`src/rtl/ffsa_pkg.sv`:
```
// ffsa_pkg: beat types, opcodes, controller states and the command/status
// structs shared by the first-fit slot allocator modules
// no dependencies
`timescale 1ns / 1ps
`default_nettype none

package ffsa_pkg;

    localparam int ROW_BITS  = 32;
    localparam int ROW_SHIFT = 5;
    localparam int FB_W      = 13;

    typedef enum logic [1:0] {
        OP_ALLOC = 2'd0,
        OP_FREE  = 2'd1,
        OP_CLEAR = 2'd2,
        OP_NONE  = 2'd3
    } t_op;

    typedef enum logic [2:0] {
        ST_IDLE,
        ST_DECIDE,
        ST_SCAN_RD,
        ST_SCAN_CHK,
        ST_PLACE,
        ST_WR_RD,
        ST_WR_MOD,
        ST_FINISH
    } t_state;

    typedef struct packed {
        logic [1:0]         cmd;
        logic [6:0]         size_bytes;
        logic signed [15:0] release_offset;
    } t_in_beat;

    typedef struct packed {
        logic signed [15:0] frame_offset;
        logic [10:0]        slot_index;
        logic               overflow;
        logic [11:0]        high_water;
    } t_out_beat;

    typedef struct packed {
        logic load;
        logic decide;
        logic scan_step;
        logic place;
        logic wr_row;
        logic out_load;
    } t_dp_cmd;

    typedef struct packed {
        t_op  op;
        logic bad_len;
        logic free_ok;
        logic mark_zero;
        logic hit;
        logic stop;
        logic fit;
        logic last_row;
    } t_dp_sts;

endpackage

`default_nettype wire

```
`src/rtl/ffsa_ctrl.sv`:
```
// ffsa_ctrl: sequencing state machine for decode, map scan, placement and
// read-modify-write of map rows; owns the handshakes; uses ffsa_pkg
`timescale 1ns / 1ps
`default_nettype none

module ffsa_ctrl
    import ffsa_pkg::*;
(
    input  wire          i_clk,
    input  wire          i_rst_n,
    input  wire          i_in_valid,
    output logic         o_in_stall,
    output logic         o_out_valid,
    input  wire          i_out_stall,
    input  wire t_dp_sts i_sts,
    output t_dp_cmd      o_cmd
);

    t_state r_state, n_state;
    logic   r_out_vld, n_out_vld;
    logic   out_free;

    assign out_free    = !r_out_vld || !i_out_stall;
    assign o_in_stall  = (r_state != ST_IDLE);
    assign o_out_valid = r_out_vld;

    always_comb begin
        n_state = r_state;
        case (r_state)
            ST_IDLE: begin
                if (i_in_valid) n_state = ST_DECIDE;
            end
            ST_DECIDE: begin
                case (i_sts.op)
                    OP_ALLOC: begin
                        if (i_sts.bad_len)        n_state = ST_FINISH;
                        else if (i_sts.mark_zero) n_state = ST_PLACE;
                        else                      n_state = ST_SCAN_RD;
                    end
                    OP_FREE: begin
                        if (!i_sts.bad_len && i_sts.free_ok) n_state = ST_WR_RD;
                        else                                 n_state = ST_FINISH;
                    end
                    default: n_state = ST_FINISH;
                endcase
            end
            ST_SCAN_RD:  n_state = ST_SCAN_CHK;
            ST_SCAN_CHK: begin
                if (i_sts.hit || i_sts.stop) n_state = ST_PLACE;
                else                         n_state = ST_SCAN_RD;
            end
            ST_PLACE: begin
                if (i_sts.fit) n_state = ST_WR_RD;
                else           n_state = ST_FINISH;
            end
            ST_WR_RD:  n_state = ST_WR_MOD;
            ST_WR_MOD: begin
                if (i_sts.last_row) n_state = ST_FINISH;
                else                n_state = ST_WR_RD;
            end
            ST_FINISH: begin
                if (out_free) n_state = ST_IDLE;
            end
            default: n_state = ST_IDLE;
        endcase
    end

    always_comb begin
        o_cmd     = '0;
        n_out_vld = r_out_vld && i_out_stall;
        case (r_state)
            ST_IDLE:     o_cmd.load      = i_in_valid;
            ST_DECIDE:   o_cmd.decide    = 1'b1;
            ST_SCAN_CHK: o_cmd.scan_step = 1'b1;
            ST_PLACE:    o_cmd.place     = 1'b1;
            ST_WR_MOD:   o_cmd.wr_row    = 1'b1;
            ST_FINISH: begin
                if (out_free) begin
                    o_cmd.out_load = 1'b1;
                    n_out_vld      = 1'b1;
                end
            end
            default: o_cmd = '0;
        endcase
    end

    always_ff @(posedge i_clk) begin
        if (!i_rst_n) begin
            r_state   <= ST_IDLE;
            r_out_vld <= 1'b0;
        end else begin
            r_state   <= n_state;
            r_out_vld <= n_out_vld;
        end
    end

endmodule

`default_nettype wire

```
`src/rtl/ffsa_dp.sv`:
```
// ffsa_dp: slot map row memory with row valid bits, high-water mark,
// first-fit row window search, run placement and result registers; uses ffsa_pkg
`timescale 1ns / 1ps
`default_nettype none

module ffsa_dp
    import ffsa_pkg::*;
#(
    parameter int SLOTS         = 2048,
    parameter int MAX_RUN_WORDS = 16
) (
    input  wire              i_clk,
    input  wire              i_rst_n,
    input  wire              i_cfg_we,
    input  wire  [FB_W-1:0]  i_cfg_wdata,
    input  wire  t_in_beat   i_in_beat,
    input  wire  t_dp_cmd    i_cmd,
    output t_dp_sts          o_sts,
    output t_out_beat        o_out_beat
);

    localparam int ROWS = (SLOTS + ROW_BITS - 1) / ROW_BITS;
    localparam int RA   = (ROWS > 1) ? $clog2(ROWS) : 1;
    localparam int MW   = $clog2(SLOTS + 1);
    localparam int CW   = ((MW > 16) ? MW : 16) + 2;
    localparam int M    = MAX_RUN_WORDS;
    localparam int WINW = ROW_BITS + M;

    logic [ROW_BITS-1:0] r_mem [ROWS];
    logic [ROW_BITS-1:0] r_rd;
    logic                r_rd_vld;
    logic [ROWS-1:0]     r_row_vld;

    logic [FB_W-1:0]     r_fb;
    logic [MW-1:0]       r_mark;
    t_op                 r_op;
    logic [6:0]          r_words;
    logic signed [15:0]  r_roff;
    logic [RA-1:0]       r_row;
    logic [RA-1:0]       r_end_row;
    logic [M-1:0]        r_tail;
    logic                r_hit;
    logic [CW-1:0]       r_cand;
    logic [CW-1:0]       r_start;
    logic [CW-1:0]       r_run_end;
    logic signed [15:0]  r_res_off;
    logic [10:0]         r_res_slot;
    logic                r_res_ovf;
    t_out_beat           r_out;

    logic [6:0]          words_in;
    logic                bad_len;
    logic [18:0]         fbyte;
    logic [CW-1:0]       free_start;
    logic [CW-1:0]       free_end;
    logic                free_ok;
    logic [CW-1:0]       row_base;
    logic [ROW_BITS-1:0] used;
    logic [ROW_BITS-1:0] free_row;
    logic [WINW-1:0]     window;
    logic [ROW_BITS-1:0] hit_vec;
    logic                hit_any;
    logic [ROW_SHIFT-1:0] first;
    logic [CW-1:0]       cand;
    logic                stop;
    logic                use_cand;
    logic [CW-1:0]       place_start;
    logic [CW-1:0]       place_end;
    logic                fit;
    logic [15:0]         start16;
    logic [15:0]         place_off;
    logic [ROW_BITS-1:0] run_mask;
    logic [ROW_BITS-1:0] wdata;

    assign words_in = 7'((8'(i_in_beat.size_bytes) + 8'd3) >> 2);
    assign bad_len  = (r_words == 7'd0) || (r_words > 7'(M));

    // free start byte, 19-bit two's complement
    assign fbyte      = 19'd0 - {{3{r_roff[15]}}, r_roff} - 19'({r_words, 2'b00})
                      - 19'(r_fb);
    assign free_start = CW'(fbyte[17:2]);
    assign free_end   = free_start + CW'(r_words);
    assign free_ok    = !fbyte[18] && (free_end <= CW'(SLOTS));

    assign row_base = CW'({r_row, {ROW_SHIFT{1'b0}}});
    assign used     = r_rd_vld ? r_rd : '0;

    always_comb begin
        for (int b = 0; b < ROW_BITS; b++) begin
            free_row[b] = !used[b] && ((row_base + CW'(b)) < CW'(SLOTS));
            run_mask[b] = ((row_base + CW'(b)) >= r_start)
                       && ((row_base + CW'(b)) < r_run_end);
        end
    end

    assign window = {free_row, r_tail};

    // run of r_words free slots ending at each bit of this row
    always_comb begin
        for (int j = 0; j < ROW_BITS; j++) begin
            hit_vec[j] = 1'b1;
            for (int k = 0; k < M; k++) begin
                if (7'(k) < r_words && !window[M + j - k]) hit_vec[j] = 1'b0;
            end
        end
    end

    always_comb begin
        hit_any = 1'b0;
        first   = '0;
        for (int j = ROW_BITS - 1; j >= 0; j--) begin
            if (hit_vec[j]) begin
                hit_any = 1'b1;
                first   = ROW_SHIFT'(j);
            end
        end
    end

    assign cand = row_base + CW'(first) + CW'(1) - CW'(r_words);
    assign stop = (r_row == RA'(ROWS - 1))
               || ((row_base + CW'(ROW_BITS)) >= (CW'(r_mark) + CW'(r_words)));

    assign use_cand    = r_hit && (r_cand < CW'(r_mark));
    assign place_start = use_cand ? r_cand : CW'(r_mark);
    assign place_end   = place_start + CW'(r_words);
    assign fit         = place_end <= CW'(SLOTS);
    assign start16     = 16'(place_start);
    assign place_off   = 16'd0 - (start16 << 2) - 16'({r_words, 2'b00}) - 16'(r_fb);

    assign wdata = (r_op == OP_ALLOC) ? (used | run_mask) : (used & ~run_mask);

    always_ff @(posedge i_clk) begin
        if (i_cmd.wr_row) r_mem[r_row] <= wdata;
        r_rd <= r_mem[r_row];
    end

    always_ff @(posedge i_clk) begin
        if (!i_rst_n) begin
            r_row_vld <= '0;
            r_rd_vld  <= 1'b0;
            r_mark    <= '0;
            r_fb      <= '0;
        end else begin
            r_rd_vld <= r_row_vld[r_row];
            if (i_cfg_we) r_fb <= i_cfg_wdata;
            if (i_cmd.wr_row) r_row_vld[r_row] <= 1'b1;
            if (i_cmd.decide && r_op == OP_CLEAR) begin
                r_row_vld <= '0;
                r_mark    <= '0;
            end
            if (i_cmd.place && fit && (place_end > CW'(r_mark))) begin
                r_mark <= MW'(place_end);
            end
        end
    end

    always_ff @(posedge i_clk) begin
        if (i_cmd.load) begin
            r_op       <= t_op'(i_in_beat.cmd);
            r_words    <= words_in;
            r_roff     <= i_in_beat.release_offset;
            r_res_off  <= '0;
            r_res_slot <= '0;
            r_res_ovf  <= 1'b0;
        end
        if (i_cmd.decide) begin
            r_tail <= '0;
            r_hit  <= 1'b0;
            if (r_op == OP_FREE && !bad_len && free_ok) r_row <= RA'(free_start >> ROW_SHIFT);
            else                                        r_row <= '0;
            if ((r_op == OP_ALLOC || r_op == OP_FREE) && bad_len) r_res_ovf <= 1'b1;
            if (r_op == OP_FREE && !bad_len) begin
                if (free_ok) begin
                    r_start    <= free_start;
                    r_run_end  <= free_end;
                    r_end_row  <= RA'((free_end - CW'(1)) >> ROW_SHIFT);
                    r_res_slot <= 11'(free_start);
                end else begin
                    r_res_ovf <= 1'b1;
                end
            end
        end
        if (i_cmd.scan_step) begin
            r_tail <= window[WINW-1:ROW_BITS];
            r_row  <= r_row + RA'(1);
            if (hit_any) begin
                r_hit  <= 1'b1;
                r_cand <= cand;
            end
        end
        if (i_cmd.place) begin
            if (fit) begin
                r_start    <= place_start;
                r_run_end  <= place_end;
                r_row      <= RA'(place_start >> ROW_SHIFT);
                r_end_row  <= RA'((place_end - CW'(1)) >> ROW_SHIFT);
                r_res_off  <= place_off;
                r_res_slot <= 11'(place_start);
            end else begin
                r_res_ovf <= 1'b1;
            end
        end
        if (i_cmd.wr_row) r_row <= r_row + RA'(1);
        if (i_cmd.out_load) begin
            r_out.frame_offset <= r_res_off;
            r_out.slot_index   <= r_res_slot;
            r_out.overflow     <= r_res_ovf;
            r_out.high_water   <= 12'(r_mark);
        end
    end

    assign o_sts.op        = r_op;
    assign o_sts.bad_len   = bad_len;
    assign o_sts.free_ok   = free_ok;
    assign o_sts.mark_zero = (r_mark == '0);
    assign o_sts.hit       = hit_any;
    assign o_sts.stop      = stop;
    assign o_sts.fit       = fit;
    assign o_sts.last_row  = (r_row == r_end_row);
    assign o_out_beat      = r_out;

endmodule

`default_nettype wire

```
`src/rtl/first_fit_stack_slot_allocator.sv`:
```
// first_fit_stack_slot_allocator: one beat in, one result beat out per item.
// Clear, no-op, bad lengths and refused frees go from decode to the result; a free rewrites
// each map row it covers; an allocate scans 32-slot rows (skipped while the mark is zero),
// then places the run and rewrites its rows. One item at a time, a scan of up to 64 rows.
// Reset: synchronous, clears the row valid bits (map reads all free), the mark and the frame base.
`timescale 1ns / 1ps
`default_nettype none

module first_fit_stack_slot_allocator
    import ffsa_pkg::*;
#(
    parameter int SLOTS         = 2048,
    parameter int MAX_RUN_WORDS = 16
) (
    input  wire             i_clk,
    input  wire             i_rst_n,
    input  wire             i_cfg_we,
    input  wire  [FB_W-1:0] i_cfg_wdata,
    input  wire             i_in_valid,
    output logic            o_in_stall,
    input  wire  t_in_beat  i_in_beat,
    output logic            o_out_valid,
    input  wire             i_out_stall,
    output t_out_beat       o_out_beat
);

    t_dp_cmd dp_cmd;
    t_dp_sts dp_sts;

    ffsa_ctrl u_ctrl (
        .i_clk       (i_clk),
        .i_rst_n     (i_rst_n),
        .i_in_valid  (i_in_valid),
        .o_in_stall  (o_in_stall),
        .o_out_valid (o_out_valid),
        .i_out_stall (i_out_stall),
        .i_sts       (dp_sts),
        .o_cmd       (dp_cmd)
    );

    ffsa_dp #(
        .SLOTS         (SLOTS),
        .MAX_RUN_WORDS (MAX_RUN_WORDS)
    ) u_dp (
        .i_clk       (i_clk),
        .i_rst_n     (i_rst_n),
        .i_cfg_we    (i_cfg_we),
        .i_cfg_wdata (i_cfg_wdata),
        .i_in_beat   (i_in_beat),
        .i_cmd       (dp_cmd),
        .o_sts       (dp_sts),
        .o_out_beat  (o_out_beat)
    );

endmodule

`default_nettype wire

```
`config.mk`:
```
export PLATFORM = sky130hd
export DESIGN_NAME = first_fit_stack_slot_allocator
export DESIGN_NICKNAME = d
export VERILOG_FILES = /design/src/rtl/ffsa_pkg.sv /design/src/rtl/ffsa_ctrl.sv /design/src/rtl/ffsa_dp.sv /design/src/rtl/first_fit_stack_slot_allocator.sv
export SDC_FILE = /design/constraint.sdc
export NUM_CORES = 2
export LEC_CHECK = 0
export BUFFER_PORTS_ARGS = -buffer_cell sky130_fd_sc_hd__buf_4
export CORE_MARGIN = 5
export CORE_UTILIZATION = 49
export DETAILED_ROUTE_END_ITERATION = 10
export HOLD_SLACK_MARGIN = 0.06
export PLACE_DENSITY = 0.65
export SLEW_MARGIN = 20
export SYNTH_ARGS = -nofsm -noshare
export SYNTH_HDL_FRONTEND = slang
export SYNTH_HIERARCHICAL = 1
export SYNTH_SLANG_ARGS = --single-unit
```
`constraint.sdc`:
```
create_clock -name i_clk -period 7.11 [get_ports i_clk]
set_clock_uncertainty 0.15 [all_clocks]
set_input_delay 1.7775 -clock i_clk [delete_from_list [all_inputs] [get_ports i_clk]]
set_output_delay 1.7775 -clock i_clk [all_outputs]
set_load 0.01 [all_outputs]
```
==> Flow_metrics.wiki <==
{| class="wikitable"
! Metric !! Value
|-
| Synth top area share || 0.655
|-
| Most frequently used flop master after synthesis || sky130_fd_sc_hd__edfxtp_1
|-
| Required time at the endpoint of the critical path || 7.58 ns
|-
| Highest Clock Rate || 0.147 GHz
|-
| Total routing usage reported by global routing || 0.265
|-
| Detailed-route wire length per cell || 32.6 um
|-
| Final hold viol count || 0
|-
| Layout-stage area growth over the synthesis result || 13.8%
|-
| Top fanout value on the critical path || 13
|-
| Clock-pin transition on the worst setup and hold timing paths || 0.06 ns
|-
| Final slew viol count || 0
|-
| Clock buffers created by TritonCTS || 228
|-
| Peak supply drop || 0.000286 V
|-
| Final Net Count || 5947
|-
| Final setup violation count || 0
|-
| Final sum of negative setup slack || 0 ns
|-
| Critical Path Slowest Stage Cell || sky130_fd_sc_hd__or4_4
|-
| Number of storage elements in the synthesis netlist || 2344
|-
| Via count of the first global-routing pass || between 50000 and 60000
|-
| Final Routed Wirelength || around 280 mm
|-
| Power after layout || 42200 uW
|-
| Gp weighted congestion || between 0.9 and 1
|-
| Vias after detailed routing || 54900
|-
| Arrival time worst endpoint || approximately 7.3 ns
|-
| Netlist cell types || 94
|-
| Sort of element at the end of the critical path || register
|-
| Main combinational cell family by area after synthesis || multiplexers
|-
| Grt total ovfl || 0
|-
| Period utilization || 0.957
|-
| Core box area || 200000 um2
|-
| Clock sink total || roughly 2300
|-
| Gate count of the mapped netlist || 5452
|-
| Setup bufs post-CTS || 0
|-
| Adder and majority gate portion of the synthesized area || 0.0235
|-
| Die X-Extent || 458 um
|-
| Normalized max-slew margin || 0.228
|-
| Area of the die || 209000 um2
|-
| Number of buffer cells added on primary ports || 84
|-
| Placed cell count || slightly above 8000
|-
| Asr flop ratio synth || 0
|-
| First-pass GRT wire length || 401 mm
|-
| Mean cell area of the mapped netlist || between 15 and 20 um2
|-
| DRC errors left || 0
|-
| Start-to-end type of the worst setup path || register to register
|-
| Delay contributed by the slowest stage of the critical path || 0.66 ns
|-
| Period minus WS final || 6.81 ns
|-
| Number of nets with antenna violations after routing || 0
|-
| Critical path startpoint category || register
|-
| Simple-gate portion of the synthesized area || 0.0459
|-
| Power density relative to cell area || 378 nW/um2
|-
| CTS HTree Levels || 4
|-
| # IOs || 85
|-
| Leakage power of the design || between 0.03 and 0.04 uW
|-
| Pin count of the biggest net entering global routing || 120
|-
| Drt initial violations || between 7000 and 8000
|-
| Setup repair after global routing missed its margin || no
|-
| Average vias per placed instance || approximately 6.4
|-
| Half-perimeter wire length of the detailed placement result || 172 mm
|-
| Worst hold margin || 0.280 ns
|-
| Outcome || completed
|-
| Fraction of final layout cells sized beyond drive strength 1 || 0.258
|-
| Ranking of synthesized cells by area || sky130_fd_sc_hd__edfxtp_1, sky130_fd_sc_hd__mux4_2, sky130_fd_sc_hd__dfxtp_1
|-
| Max-capacitance violation count || 0
|-
| Cell Count, Final, Fillers Out || 8591
|-
| Vertical die dimension || 458 um
|-
| TritonCTS clock tree || yes
|-
| Commonest non-fill, non-tap cells in the layout || sky130_fd_sc_hd__edfxtp_1, sky130_fd_sc_hd__mux4_2, sky130_fd_sc_hd__buf_4
|-
| Yosys warns || 6
|-
| Number of cell rows || roughly 160
|-
| Part of the Yosys area used for sequential elements || 0.696
|-
| Cell type with the highest occurrence count on the critical path || sky130_fd_sc_hd__a21oi_1
|-
| Maximum count of clock buffers along a single path || 3
|-
| Post-synth top area cell || sky130_fd_sc_hd__edfxtp_1
|-
| Post-synth EDFFs || 2141
|-
| Netlist Area Pre-Place || 98200 um2
|-
| Cell at the root of the clock tree || sky130_fd_sc_hd__clkbuf_16
|-
| Slew at the pin closest to its max-slew limit || 1.16 ns
|-
| Xor/xnor cell area share of the yosys netlist || 0.00766
|-
| Worst path cell trace || or4_4 > nor3_4 > buf_4 > o221ai_1 > a2111o_1 > nor3_1 > nor3_1 > nand3b_1 > a21oi_1 > o21ai_1 > a2111oi_2 > ha_1 > fa_1 > a21o_1 > a21oi_1 > o21bai_1 > a21oi_1 > o21bai_1 > a21oi_1 > nor2b_1 > nor2_1 > nor2_1 > o21ai_0 > nand2b_1
|-
| Insertion delay to the later sink of the worst-skew pair || 0.88 ns
|-
| Mux share of post-synthesis cell area || 0.162
|-
| Initial cell density of the core || 0.492
|-
| Leading cell type in the layout, fill and taps excluded || sky130_fd_sc_hd__edfxtp_1
|-
| First-pass iteration count of the detailed router || 6
|-
| Initial antenna violation count || 17
|-
| Compound-cell area share of the yosys netlist || 0.0467
|-
| Path category of the worst min-delay check || register to register
|}
[metal layers]
layer	wire [um]	global-route usage	up-vias
met5	27	0	-
li1	-	-	22700
met1	112000	0.377	29000
met3	24300	0.0477	450
met4	10800	0.0948	4
met2	133000	0.416	2728
[stage by stage]
stage	utilization	setup slack, ns	instance area [um2]
after floorplan	-	0.170	98200
after global placement	0.521	0.263	104000
after detailed placement	0.522	0.388	104000
after CTS	0.559	0.334	112000
after global routing	0.560	0.0147	112000
final	0.560	0.304	112000
[report_power, final]
part | internal (uW) | total, uW | switching, uW
logic | 5640 | 13400 | 7810
registers | 16200 | 16900 | 711
clock network | 6750 | 11900 | 5160
total | 28600 | 42200 | 13700
[final cells by class]
cell class,instances,area (um2)
Fill cell,15100,87900
Sequential cell,2344,68400
Multi-Input combinational cell,2659,29000
Clock buffer,281,6080
Tap cell,2656,3320
Timing Repair Buffer,366,3180
Clock inverter,146,1340
Inverter,131,499
Antenna cell,8,20.0
[cells in the mapped netlist, drive strengths merged (17+ instances only)]
library cell     n
clkbuf         213
nor4            23
nand2b          21
nor3            64
nand3           45
o22ai          132
buf            107
and2            29
fa              17
nor2b           37
nand2          280
xor2            26
o221ai          28
edfxtp        2141
and3            56
ha             157
a21oi          136
inv            128
a21o            24
mux2i           62
nand3b          18
xnor2           59
mux4           678
a31oi           38
nor2           322
o21ai          134
a211oi          22
dfxtp          203
[worst paths after layout]
check | start | end | slack [ns] | depth (start not counted)
max reg2reg | u_dp/r_words[4]$_DFFE_PP_ | u_dp/r_cand[11]$_DFFE_PP_ | 0.30 | 24
min | u_dp/r_res_off[10]$_DFF_P_ | u_dp/o_out_beat[34]$_DFFE_PP_ | 0.28 | 0
max | u_dp/r_words[4]$_DFFE_PP_ | u_dp/r_cand[11]$_DFFE_PP_ | 0.30 | 24
min reg2reg | u_dp/r_res_off[10]$_DFF_P_ | u_dp/o_out_beat[34]$_DFFE_PP_ | 0.28 | 0
[cells by family after synthesis]
| logic type | count (synthesis) |
|---|---|
| AOI/OAI and AO/OA | 692 |
| xor gates and xnor gates | 85 |
| adders and majority gates | 174 |
| other | 1 |
| muxes | 742 |
| DFF | 2344 |
| and+or+nand+nor | 963 |
| buffers and inverters | 451 |
[repair_timing]
action                     CTS  global route
setup endpoints to repair    0             8
gates resized for setup      0             4
hold buffers                 0             0
[critical path, delay by kind of cell, from the launching register on]
kind / cells / cell delay (ns)
compound gates: 12 / 2.73
fa+ha+maj: 2 / 0.82
buf+inv: 1 / 0.30
flops: 1 / 0.59
simple gates: 9 / 1.97
[registers in the layout, indices dropped and copies added (netlist names), 6 cells and up]
register         count
u_dp/r_rd           32
u_dp/o_out_beat     40
u_dp/r_tail         15
u_dp/r_run_end      18
u_dp/r_cand         14
u_dp/r_roff         16
u_dp/r_res_off      16
u_dp/r_words         6
u_dp/r_fb           13
u_dp/r_start        18
u_dp/r_mark         12
u_dp/r_row_vld      64
u_dp/r_mem        2048
u_dp/r_row           6
u_dp/r_res_slot     11
u_dp/r_end_row       6
(Power assumes the default switching activity.)
